==> src/rtl/assert_macros.svh <==
// Assertion helpers for the RTL file that carries checks.
`ifndef ASSERT_MACROS_SVH
`define ASSERT_MACROS_SVH

// The consequent must hold in the same cycle as the antecedent, outside reset.
`define SIF_ASSERT_IMPL(label, clk, rst_n, ante, cons) \
    label: assert property (@(posedge clk) disable iff (!(rst_n)) (ante) |-> (cons)) \
        else $error("assertion failed");

// The consequent must hold in the cycle after the antecedent, reset included.
`define SIF_ASSERT_NEXT(label, clk, ante, cons) \
    label: assert property (@(posedge clk) (ante) |=> (cons)) \
        else $error("assertion failed");

`endif

==> src/rtl/sif_pkg.sv <==
package sif_pkg;

    localparam int unsigned BYTE_W      = 8;
    localparam int unsigned CFG_IDX_W   = 3;
    localparam int unsigned QUEUE_DEPTH = 2;

    // Configuration register indexes.
    localparam logic [CFG_IDX_W-1:0] CFG_FLAG      = 3'd0;
    localparam logic [CFG_IDX_W-1:0] CFG_ESCAPE    = 3'd1;
    localparam logic [CFG_IDX_W-1:0] CFG_MASK      = 3'd2;
    localparam logic [CFG_IDX_W-1:0] CFG_ADDRESS   = 3'd3;
    localparam logic [CFG_IDX_W-1:0] CFG_CTRL_EVEN = 3'd4;
    localparam logic [CFG_IDX_W-1:0] CFG_CTRL_ODD  = 3'd5;

    // Reset values of the configuration registers.
    localparam logic [BYTE_W-1:0] RST_FLAG      = 8'h7E;
    localparam logic [BYTE_W-1:0] RST_ESCAPE    = 8'h7D;
    localparam logic [BYTE_W-1:0] RST_MASK      = 8'h20;
    localparam logic [BYTE_W-1:0] RST_ADDRESS   = 8'h03;
    localparam logic [BYTE_W-1:0] RST_CTRL_EVEN = 8'h00;
    localparam logic [BYTE_W-1:0] RST_CTRL_ODD  = 8'h40;

    typedef struct packed {
        logic [BYTE_W-1:0] flag;
        logic [BYTE_W-1:0] esc;
        logic [BYTE_W-1:0] mask;
        logic [BYTE_W-1:0] addr;
        logic [BYTE_W-1:0] ctrl_even;
        logic [BYTE_W-1:0] ctrl_odd;
    } t_cfg;

    // One classified payload request, as handed from the front to the back.
    typedef struct packed {
        logic [BYTE_W-1:0] payload;
        logic [BYTE_W-1:0] check;
        logic              fstart;
        logic              fend;
        logic              odd;
        logic              pay_stuff;
        logic              chk_stuff;
    } t_desc;

    typedef enum logic [3:0] {
        ST_NEXT,
        ST_FLAG,
        ST_ADDR,
        ST_CTRL,
        ST_HCS,
        ST_PESC,
        ST_PBYTE,
        ST_CESC,
        ST_CBYTE,
        ST_CLOSE
    } t_step;

    function automatic logic needs_stuff(input logic [BYTE_W-1:0] b, input t_cfg cfg);
        needs_stuff = (b == cfg.flag) || (b == cfg.esc);
    endfunction

endpackage

==> src/rtl/stuffed_info_frame_framer_top.sv <==
// Channel   Direction  tdata            tlast         tuser
// s (in)    request    payload_byte     frame_end     [0] frame_start, [1] seq_bit
// m (out)   request    line_byte        run_last      [0] closing_flag
// cfg       write      index 0..5, 8-bit data, written on i_cfg_we
//
// Each input request yields one to nine line bytes; the back sequencer sends one
// line byte per cycle while the output is ready and the queue holds a request.
// Input requests are taken whenever the descriptor queue has room (QUEUE_DEPTH
// entries), independently of output stalls, which hold the output register and the sequencer.
// Synchronous active-low reset restores the default configuration, clears the
// running check, empties the queue and drops the output valid.
`include "assert_macros.svh"

module stuffed_info_frame_framer_top #(
    parameter int unsigned QUEUE_DEPTH = sif_pkg::QUEUE_DEPTH
) (
    input  logic                          i_clk,
    input  logic                          i_rst_n,
    // Input stream.
    input  logic                          i_s_tvalid,
    output logic                          o_s_tready,
    input  logic [7:0]                    i_s_tdata,   // [7:0] payload_byte
    input  logic                          i_s_tlast,   // frame_end
    input  logic [1:0]                    i_s_tuser,   // [0] frame_start, [1] seq_bit
    // Output stream.
    output logic                          o_m_tvalid,
    input  logic                          i_m_tready,
    output logic [7:0]                    o_m_tdata,   // [7:0] line_byte
    output logic                          o_m_tlast,   // run_last
    output logic [0:0]                    o_m_tuser,   // [0] closing_flag
    // Configuration write port.
    input  logic                          i_cfg_we,
    input  logic [sif_pkg::CFG_IDX_W-1:0] i_cfg_idx,
    input  logic [sif_pkg::BYTE_W-1:0]    i_cfg_wdata
);

    sif_pkg::t_cfg  r_cfg;
    sif_pkg::t_desc w_desc;
    sif_pkg::t_desc w_head;
    logic           w_push;
    logic           w_pop;
    logic           w_empty;
    logic           w_full;
    logic           w_close;

    // Configuration registers. Writes to unused indexes are dropped.
    always_ff @(posedge i_clk) begin
        if (!i_rst_n) begin
            r_cfg.flag      <= sif_pkg::RST_FLAG;
            r_cfg.esc       <= sif_pkg::RST_ESCAPE;
            r_cfg.mask      <= sif_pkg::RST_MASK;
            r_cfg.addr      <= sif_pkg::RST_ADDRESS;
            r_cfg.ctrl_even <= sif_pkg::RST_CTRL_EVEN;
            r_cfg.ctrl_odd  <= sif_pkg::RST_CTRL_ODD;
        end else if (i_cfg_we) begin
            case (i_cfg_idx)
                sif_pkg::CFG_FLAG:      r_cfg.flag      <= i_cfg_wdata;
                sif_pkg::CFG_ESCAPE:    r_cfg.esc       <= i_cfg_wdata;
                sif_pkg::CFG_MASK:      r_cfg.mask      <= i_cfg_wdata;
                sif_pkg::CFG_ADDRESS:   r_cfg.addr      <= i_cfg_wdata;
                sif_pkg::CFG_CTRL_EVEN: r_cfg.ctrl_even <= i_cfg_wdata;
                sif_pkg::CFG_CTRL_ODD:  r_cfg.ctrl_odd  <= i_cfg_wdata;
                default: begin
                end
            endcase
        end
    end

    // The front keeps the running check and decides which bytes need stuffing.
    sif_front u_front (
        .i_clk        (i_clk),
        .i_rst_n      (i_rst_n),
        .i_cfg        (r_cfg),
        .i_valid      (i_s_tvalid),
        .o_ready      (o_s_tready),
        .i_payload    (i_s_tdata),
        .i_fstart     (i_s_tuser[0]),
        .i_fend       (i_s_tlast),
        .i_odd        (i_s_tuser[1]),
        .i_queue_full (w_full),
        .o_push       (w_push),
        .o_desc       (w_desc)
    );

    // Short descriptor queue so that each side stalls on its own.
    sif_queue #(
        .DEPTH (QUEUE_DEPTH)
    ) u_queue (
        .i_clk   (i_clk),
        .i_rst_n (i_rst_n),
        .i_push  (w_push),
        .i_data  (w_desc),
        .i_pop   (w_pop),
        .o_head  (w_head),
        .o_empty (w_empty),
        .o_full  (w_full)
    );

    // The back walks header, payload, check and closing flag, one byte a cycle unless stalled.
    sif_back u_back (
        .i_clk   (i_clk),
        .i_rst_n (i_rst_n),
        .i_cfg   (r_cfg),
        .i_head  (w_head),
        .i_empty (w_empty),
        .o_pop   (w_pop),
        .o_valid (o_m_tvalid),
        .i_ready (i_m_tready),
        .o_byte  (o_m_tdata),
        .o_last  (o_m_tlast),
        .o_close (w_close)
    );

    assign o_m_tuser[0] = w_close;

    // A closing flag always ends the bytes of its request.
    `SIF_ASSERT_IMPL(a_close_is_last, i_clk, i_rst_n, o_m_tvalid && w_close, o_m_tlast)
    // A closing flag carries the configured delimiter.
    `SIF_ASSERT_IMPL(a_close_is_flag, i_clk, i_rst_n, o_m_tvalid && w_close,
        o_m_tdata == r_cfg.flag)
    // No descriptor is taken off an empty queue.
    `SIF_ASSERT_IMPL(a_no_pop_empty, i_clk, i_rst_n, w_pop, !w_empty)
    // Nothing is presented right after reset.
    `SIF_ASSERT_NEXT(a_reset_idle, i_clk, !i_rst_n, !o_m_tvalid)

endmodule

==> src/rtl/sif_front.sv <==
module sif_front (
    input  logic                  i_clk,
    input  logic                  i_rst_n,
    input  sif_pkg::t_cfg         i_cfg,
    input  logic                  i_valid,
    output logic                  o_ready,
    input  logic [sif_pkg::BYTE_W-1:0] i_payload,
    input  logic                  i_fstart,
    input  logic                  i_fend,
    input  logic                  i_odd,
    input  logic                  i_queue_full,
    output logic                  o_push,
    output sif_pkg::t_desc        o_desc
);

    logic [sif_pkg::BYTE_W-1:0] r_check;
    logic [sif_pkg::BYTE_W-1:0] n_check;
    logic [sif_pkg::BYTE_W-1:0] w_new_check;

    assign o_ready = !i_queue_full;
    assign o_push  = i_valid && !i_queue_full;

    // Running XOR of the frame's raw bytes; a start restarts it.
    assign w_new_check = (i_fstart ? '0 : r_check) ^ i_payload;

    always_comb begin
        n_check = r_check;
        if (o_push) begin
            n_check = i_fend ? '0 : w_new_check;
        end
    end

    always_comb begin
        o_desc.payload   = i_payload;
        o_desc.check     = w_new_check;
        o_desc.fstart    = i_fstart;
        o_desc.fend      = i_fend;
        o_desc.odd       = i_odd;
        o_desc.pay_stuff = sif_pkg::needs_stuff(i_payload, i_cfg);
        o_desc.chk_stuff = sif_pkg::needs_stuff(w_new_check, i_cfg);
    end

    always_ff @(posedge i_clk) begin
        if (!i_rst_n) begin
            r_check <= '0;
        end else begin
            r_check <= n_check;
        end
    end

endmodule

==> src/rtl/sif_queue.sv <==
module sif_queue #(
    parameter int unsigned DEPTH = sif_pkg::QUEUE_DEPTH
) (
    input  logic           i_clk,
    input  logic           i_rst_n,
    input  logic           i_push,
    input  sif_pkg::t_desc i_data,
    input  logic           i_pop,
    output sif_pkg::t_desc o_head,
    output logic           o_empty,
    output logic           o_full
);

    localparam int unsigned PW = (DEPTH > 1) ? $clog2(DEPTH) : 1;
    localparam int unsigned CW = $clog2(DEPTH + 1);

    sif_pkg::t_desc r_mem [DEPTH];
    logic [PW-1:0]  r_wr;
    logic [PW-1:0]  r_rd;
    logic [CW-1:0]  r_cnt;

    assign o_empty = (r_cnt == '0);
    assign o_full  = (r_cnt == CW'(DEPTH));
    assign o_head  = r_mem[r_rd];

    always_ff @(posedge i_clk) begin
        if (i_push) begin
            r_mem[r_wr] <= i_data;
        end
    end

    always_ff @(posedge i_clk) begin
        if (!i_rst_n) begin
            r_wr  <= '0;
            r_rd  <= '0;
            r_cnt <= '0;
        end else begin
            if (i_push) begin
                r_wr <= (r_wr == PW'(DEPTH - 1)) ? '0 : r_wr + 1'b1;
            end
            if (i_pop) begin
                r_rd <= (r_rd == PW'(DEPTH - 1)) ? '0 : r_rd + 1'b1;
            end
            if (i_push && !i_pop) begin
                r_cnt <= r_cnt + 1'b1;
            end else if (!i_push && i_pop) begin
                r_cnt <= r_cnt - 1'b1;
            end
        end
    end

endmodule

==> src/rtl/sif_back.sv <==
module sif_back (
    input  logic                       i_clk,
    input  logic                       i_rst_n,
    input  sif_pkg::t_cfg              i_cfg,
    input  sif_pkg::t_desc             i_head,
    input  logic                       i_empty,
    output logic                       o_pop,
    output logic                       o_valid,
    input  logic                       i_ready,
    output logic [sif_pkg::BYTE_W-1:0] o_byte,
    output logic                       o_last,
    output logic                       o_close
);

    sif_pkg::t_step              r_step;
    sif_pkg::t_step              n_step;
    sif_pkg::t_step              w_cur;
    sif_pkg::t_step              w_after;
    logic                        w_done;
    logic                        w_load;
    logic [sif_pkg::BYTE_W-1:0]  w_ctrl;

    logic                        r_valid;
    logic                        n_valid;
    logic [sif_pkg::BYTE_W-1:0]  r_byte;
    logic [sif_pkg::BYTE_W-1:0]  n_byte;
    logic                        r_last;
    logic                        n_last;
    logic                        r_close;
    logic                        n_close;

    assign w_ctrl  = i_head.odd ? i_cfg.ctrl_odd : i_cfg.ctrl_even;
    assign w_load  = !r_valid || i_ready;
    assign o_valid = r_valid;
    assign o_byte  = r_byte;
    assign o_last  = r_last;
    assign o_close = r_close;

    always_ff @(posedge i_clk) begin
        if (!i_rst_n) begin
            r_step  <= sif_pkg::ST_NEXT;
            r_valid <= 1'b0;
        end else begin
            r_step  <= n_step;
            r_valid <= n_valid;
        end
    end

    always_ff @(posedge i_clk) begin
        r_byte  <= n_byte;
        r_last  <= n_last;
        r_close <= n_close;
    end

    always_comb begin
        // Pick the step to run now; a fresh head starts at its first byte.
        w_cur = r_step;
        if (r_step == sif_pkg::ST_NEXT) begin
            if (i_head.fstart) begin
                w_cur = sif_pkg::ST_FLAG;
            end else if (i_head.pay_stuff) begin
                w_cur = sif_pkg::ST_PESC;
            end else begin
                w_cur = sif_pkg::ST_PBYTE;
            end
        end

        w_after = sif_pkg::ST_NEXT;
        w_done  = 1'b0;
        n_byte  = r_byte;
        n_close = 1'b0;
        case (w_cur)
            sif_pkg::ST_FLAG: begin
                n_byte  = i_cfg.flag;
                w_after = sif_pkg::ST_ADDR;
            end
            sif_pkg::ST_ADDR: begin
                n_byte  = i_cfg.addr;
                w_after = sif_pkg::ST_CTRL;
            end
            sif_pkg::ST_CTRL: begin
                n_byte  = w_ctrl;
                w_after = sif_pkg::ST_HCS;
            end
            sif_pkg::ST_HCS: begin
                n_byte  = i_cfg.addr ^ w_ctrl;
                w_after = i_head.pay_stuff ? sif_pkg::ST_PESC : sif_pkg::ST_PBYTE;
            end
            sif_pkg::ST_PESC: begin
                n_byte  = i_cfg.esc;
                w_after = sif_pkg::ST_PBYTE;
            end
            sif_pkg::ST_PBYTE: begin
                n_byte = i_head.pay_stuff ? (i_head.payload ^ i_cfg.mask) : i_head.payload;
                if (i_head.fend) begin
                    w_after = i_head.chk_stuff ? sif_pkg::ST_CESC : sif_pkg::ST_CBYTE;
                end else begin
                    w_done = 1'b1;
                end
            end
            sif_pkg::ST_CESC: begin
                n_byte  = i_cfg.esc;
                w_after = sif_pkg::ST_CBYTE;
            end
            sif_pkg::ST_CBYTE: begin
                n_byte  = i_head.chk_stuff ? (i_head.check ^ i_cfg.mask) : i_head.check;
                w_after = sif_pkg::ST_CLOSE;
            end
            sif_pkg::ST_CLOSE: begin
                n_byte  = i_cfg.flag;
                n_close = 1'b1;
                w_done  = 1'b1;
            end
            default: begin
                w_done = 1'b1;
            end
        endcase

        n_step  = r_step;
        n_valid = r_valid;
        n_last  = r_last;
        o_pop   = 1'b0;
        if (w_load) begin
            n_valid = !i_empty;
            if (!i_empty) begin
                n_last = w_done;
                if (w_done) begin
                    o_pop  = 1'b1;
                    n_step = sif_pkg::ST_NEXT;
                end else begin
                    n_step = w_after;
                end
            end
        end
        if (!(w_load && !i_empty)) begin
            n_byte  = r_byte;
            n_close = r_close;
        end
    end

endmodule

==> config.mk <==
export PLATFORM = sky130hd
export DESIGN_NAME = stuffed_info_frame_framer_top
export DESIGN_NICKNAME = d
export VERILOG_FILES = /design/src/rtl/sif_pkg.sv /design/src/rtl/stuffed_info_frame_framer_top.sv /design/src/rtl/sif_front.sv /design/src/rtl/sif_queue.sv /design/src/rtl/sif_back.sv
export VERILOG_INCLUDE_DIRS = /design/src /design/src/rtl
export SDC_FILE = /design/constraint.sdc
export NUM_CORES = 1
export LEC_CHECK = 0
export ABC_AREA = 1
export ABC_CLOCK_PERIOD_IN_PS = 6200
export BUFFER_PORTS_ARGS = -buffer_cell sky130_fd_sc_hd__buf_2
export CORE_MARGIN = 10
export CORE_UTILIZATION = 30
export DETAILED_ROUTE_END_ITERATION = 6
export MAX_ROUTING_LAYER = met4
export PLACE_DENSITY = 0.45
export SLEW_MARGIN = 0
export SYNTH_ARGS = -nofsm -noshare
export SYNTH_HDL_FRONTEND = slang
export SYNTH_SLANG_ARGS = --single-unit
==> constraint.sdc <==
create_clock -name i_clk -period 6.2 [get_ports i_clk]
set_input_delay 1.24 -clock i_clk [delete_from_list [all_inputs] [get_ports i_clk]]
set_output_delay 1.24 -clock i_clk [all_outputs]
set_load 0.05 [all_outputs]
==> flow_summary_export.csv <==
group,metric,value,unit
worst_hold_path,hold_class,"reg -> reg",
routing,viasPerCell,4.81,
yosys,ys_seq_area_share,50.2,%
global_route,antenna_found_initial,0,
worst_setup_path,worstSetupStartpointType,"flop",
power,p_leak,0.00279,uW
place,dp_hpwl,11900,um
die,die_w,158,um
yosys,yosysMostFrequentCell,"nand2_1",
sta,slew_headroom,22.9,%
yosys,synth_top_area_cell,"edfxtp_1",
worst_setup_path,reg2reg_setup_slack,3.40,ns
layout,area_growth,18.4,%
routing,ant_nets,0,
power,power.density,446,nW/um^2
yosys,yosys-top-cells-area,"edfxtp_1 27%, dfxtp_1 23%, nand2_1 10%, xnor2_1 6.9%, nor2_1 6.0%",
sta,hold_slack,0.466,ns
yosys,ys_types,37,
sta,tightest_slew,1.16,ns
yosys,synth-edff-count,52,
worst_hold_path,min_path_cells,2,
worst_setup_path,criticalPathCategory,"reg -> reg",
routing,drt_first_iter_violations,309,
routing,wirelength,16200,um
yosys,syn_area_per_cell,8.40,um^2
cts,cts_setup_buffers,0,
cts,hold_buffers,0,
place,portBuffers,38,
routing,drc,0,
sta,min_period,2.80,ns
global_route,grt_pass1_wl,25400,um
worst_setup_path,ff2ff_path_depth,13,
cts,numCtsBuffers,17,
sta,fin_setup_tns,0,ns
layout,final_nets,757,
worst_hold_path,min_to,"u_front.r_check[6]",
sta,worst_clock_skew,0.00512,ns
die,die_h,158,um
cts,path_clk_slew,0.06,ns
die,dieArea,25100,um^2
sta,slew_violations,0,
cts,clock_latency,0.41,ns
sta,fmax,357,MHz
yosys,ys_async_sr_fraction,0,%
cts,cts-root-buf,"clkbuf_16",
global_route,grt_pass1_vias,4563,
yosys,yosysWarnings,0,
sta,post-route-period-util,45.2,%
global_route,grt_max_degree,53,
cts,cts_tree,"built",
cts,cts_buffer_depth,2,
sta,final-setup-viol-count,0,
power,peakVddDrop,0.187,mV
yosys,syn_inst,683,
cts,htreeDepth,4,
routing,wl_per_cell,16.6,um
yosys,syn_area,5740,um^2
global_route,gr-total-overflow,0,
worst_setup_path,reg2reg_to,"u_back.o_byte[5]",
yosys,synth_nets,711,
yosys,synthTopCellsByCount,"153 x nand2_1, 92 x nor2_1, 66 x dfxtp_1, 52 x edfxtp_1, 51 x inv_1",
die,rows,50,
die,pin_count,39,
place,gp_congestion,0.862,
cts,cts_sinks,118,
yosys,synth_top_area_share,27.2,%
sta,finalHoldViolations,0,
power,finalPower,3030,uW
routing,dr.pass1.iters,7,
job,maxCapViolCount,0,
cts,cts_resized,0,
worst_setup_path,timing.critical_path.fanout_max,22,
global_route,grt_util_all_layers,13.7,%
outcome,status,"finished clean",
sta,rsz0062_at_grt,"no",
layout,diodes,0,
routing,routed-via-count,4693,
yosys,ys_ff_latch,118,
worst_setup_path,arrival,2.85,ns
yosys,synth_ff_type,"dfxtp_1",
worst_hold_path,hold_start,"u_front.r_check[6]",
layout,drive_gt1_share,14.0,%
die,core_area,18800,um^2
die,start_util,30.6,%
worst_setup_path,required,6.24,ns
worst_setup_path,worstSetupEndpointType,"flop",
[sequential cells by signal, summed over array words and instances, names as in the netlist, named ones only]
register / cells
r_cfg: 48
u_back.o_byte: 8
u_back.o_close: 1
u_back.o_last: 1
u_back.o_valid: 1
u_back.r_step: 4
u_front.r_check: 8
u_queue.r_cnt: 2
u_queue.r_mem: 42
u_queue.r_rd: 1
u_queue.r_wr: 1
[final cells by class]
class	instances	area [um^2]
clock inverter	10	87.6
sequential	118	2880
multi-input combinational	489	2570
fill	1920	12000
timing repair buffer	40	205
inverter	63	239
tap	234	293
clock buffer	22	518
[logic make-up after synthesis]
kind of cell	Yosys count	synth area share [%]
muxes	12	2.09
DFF	118	50.2
xor gates and xnor gates	59	9.01
adders and majority gates	1	0.218
AOI/OAI and AO/OA	97	9.29
buffers and inverters	76	5.10
and+or+nand+nor	320	24.1
[placed cells by master, fill, tap and decap left out, types with 2 or more instances in the layout]
cell	synthesis	final
o211ai_1	8	8
nand4_1	18	18
buf_2	1	38
nor3_1	4	4
nand3_1	32	32
o21ai_0	40	40
clkbuf_16	0	20
nand2_4	2	2
edfxtp_1	52	52
a21oi_1	32	32
dfxtp_1	66	66
nor2_2	3	5
xnor2_1	45	45
o21ai_1	3	3
nand3_2	2	2
buf_4	1	2
nand3b_1	2	2
o22ai_1	9	9
nor2_1	92	90
nand2_1	153	153
inv_4	1	3
inv_2	10	10
mux2i_1	12	12
o21bai_1	2	2
inv_1	51	51
xor2_1	14	14
o21ai_2	2	2
nand2_2	6	6
clkinv_2	0	4
[power by group]
group	leakage [uW]	total, uW	switching (uW)	internal [uW]
clock	0.000302	995	362	633
sequential	0.00102	998	38.7	960
combinational	0.00147	1030	747	286
[metrics by stage]
step,utilization (%),worst slack (ns),std cells,instance area (um^2)
detailed placement,33.0,2.97,944,6190
global route,36.2,3.10,976,6790
CTS,36.2,3.35,976,6790
global placement,33.0,3.06,944,6190
floorplan,-,3.32,683,5740
finish,36.2,3.40,976,6790
[routing by layer]
layer / global-route usage (%) / up-vias / share of wire, %
li1: - / 2345 / -
met1: 17.2 / 2221 / 46
met2: 21.5 / 104 / 47
met3: 2.67 / 23 / 4.0
met4: 5.03 / 0 / 2.1
met5: - / - / 0
[worst max-delay path by stage]
| stage | endpoint | slack (ns) |
|---|---|---|
| after floorplan | u_queue.r_mem[1][0] | 3.32 |
| after global placement | u_queue.r_cnt[1] | 3.06 |
| after detailed placement | u_back.o_byte[6] | 2.97 |
| after CTS | u_back.o_byte[4] | 3.35 |
| after global routing | u_back.o_byte[4] | 3.10 |
| final | u_back.o_byte[5] | 3.40 |
[critical path: stages (launching register included)]
cell	delay, ns
dfxtp_1	0.31
buf_4	0.30
inv_2	0.21
nand2_1	0.11
nand2_1	0.14
nand2_2	0.15
o21ai_2	0.10
nor2_2	0.18
nand2_2	0.12
nand2_1	0.09
inv_2	0.09
nand3_2	0.08
a21oi_1	0.05
nor2_1	0.51
Note: power is estimated with default switching activity, not from simulation.
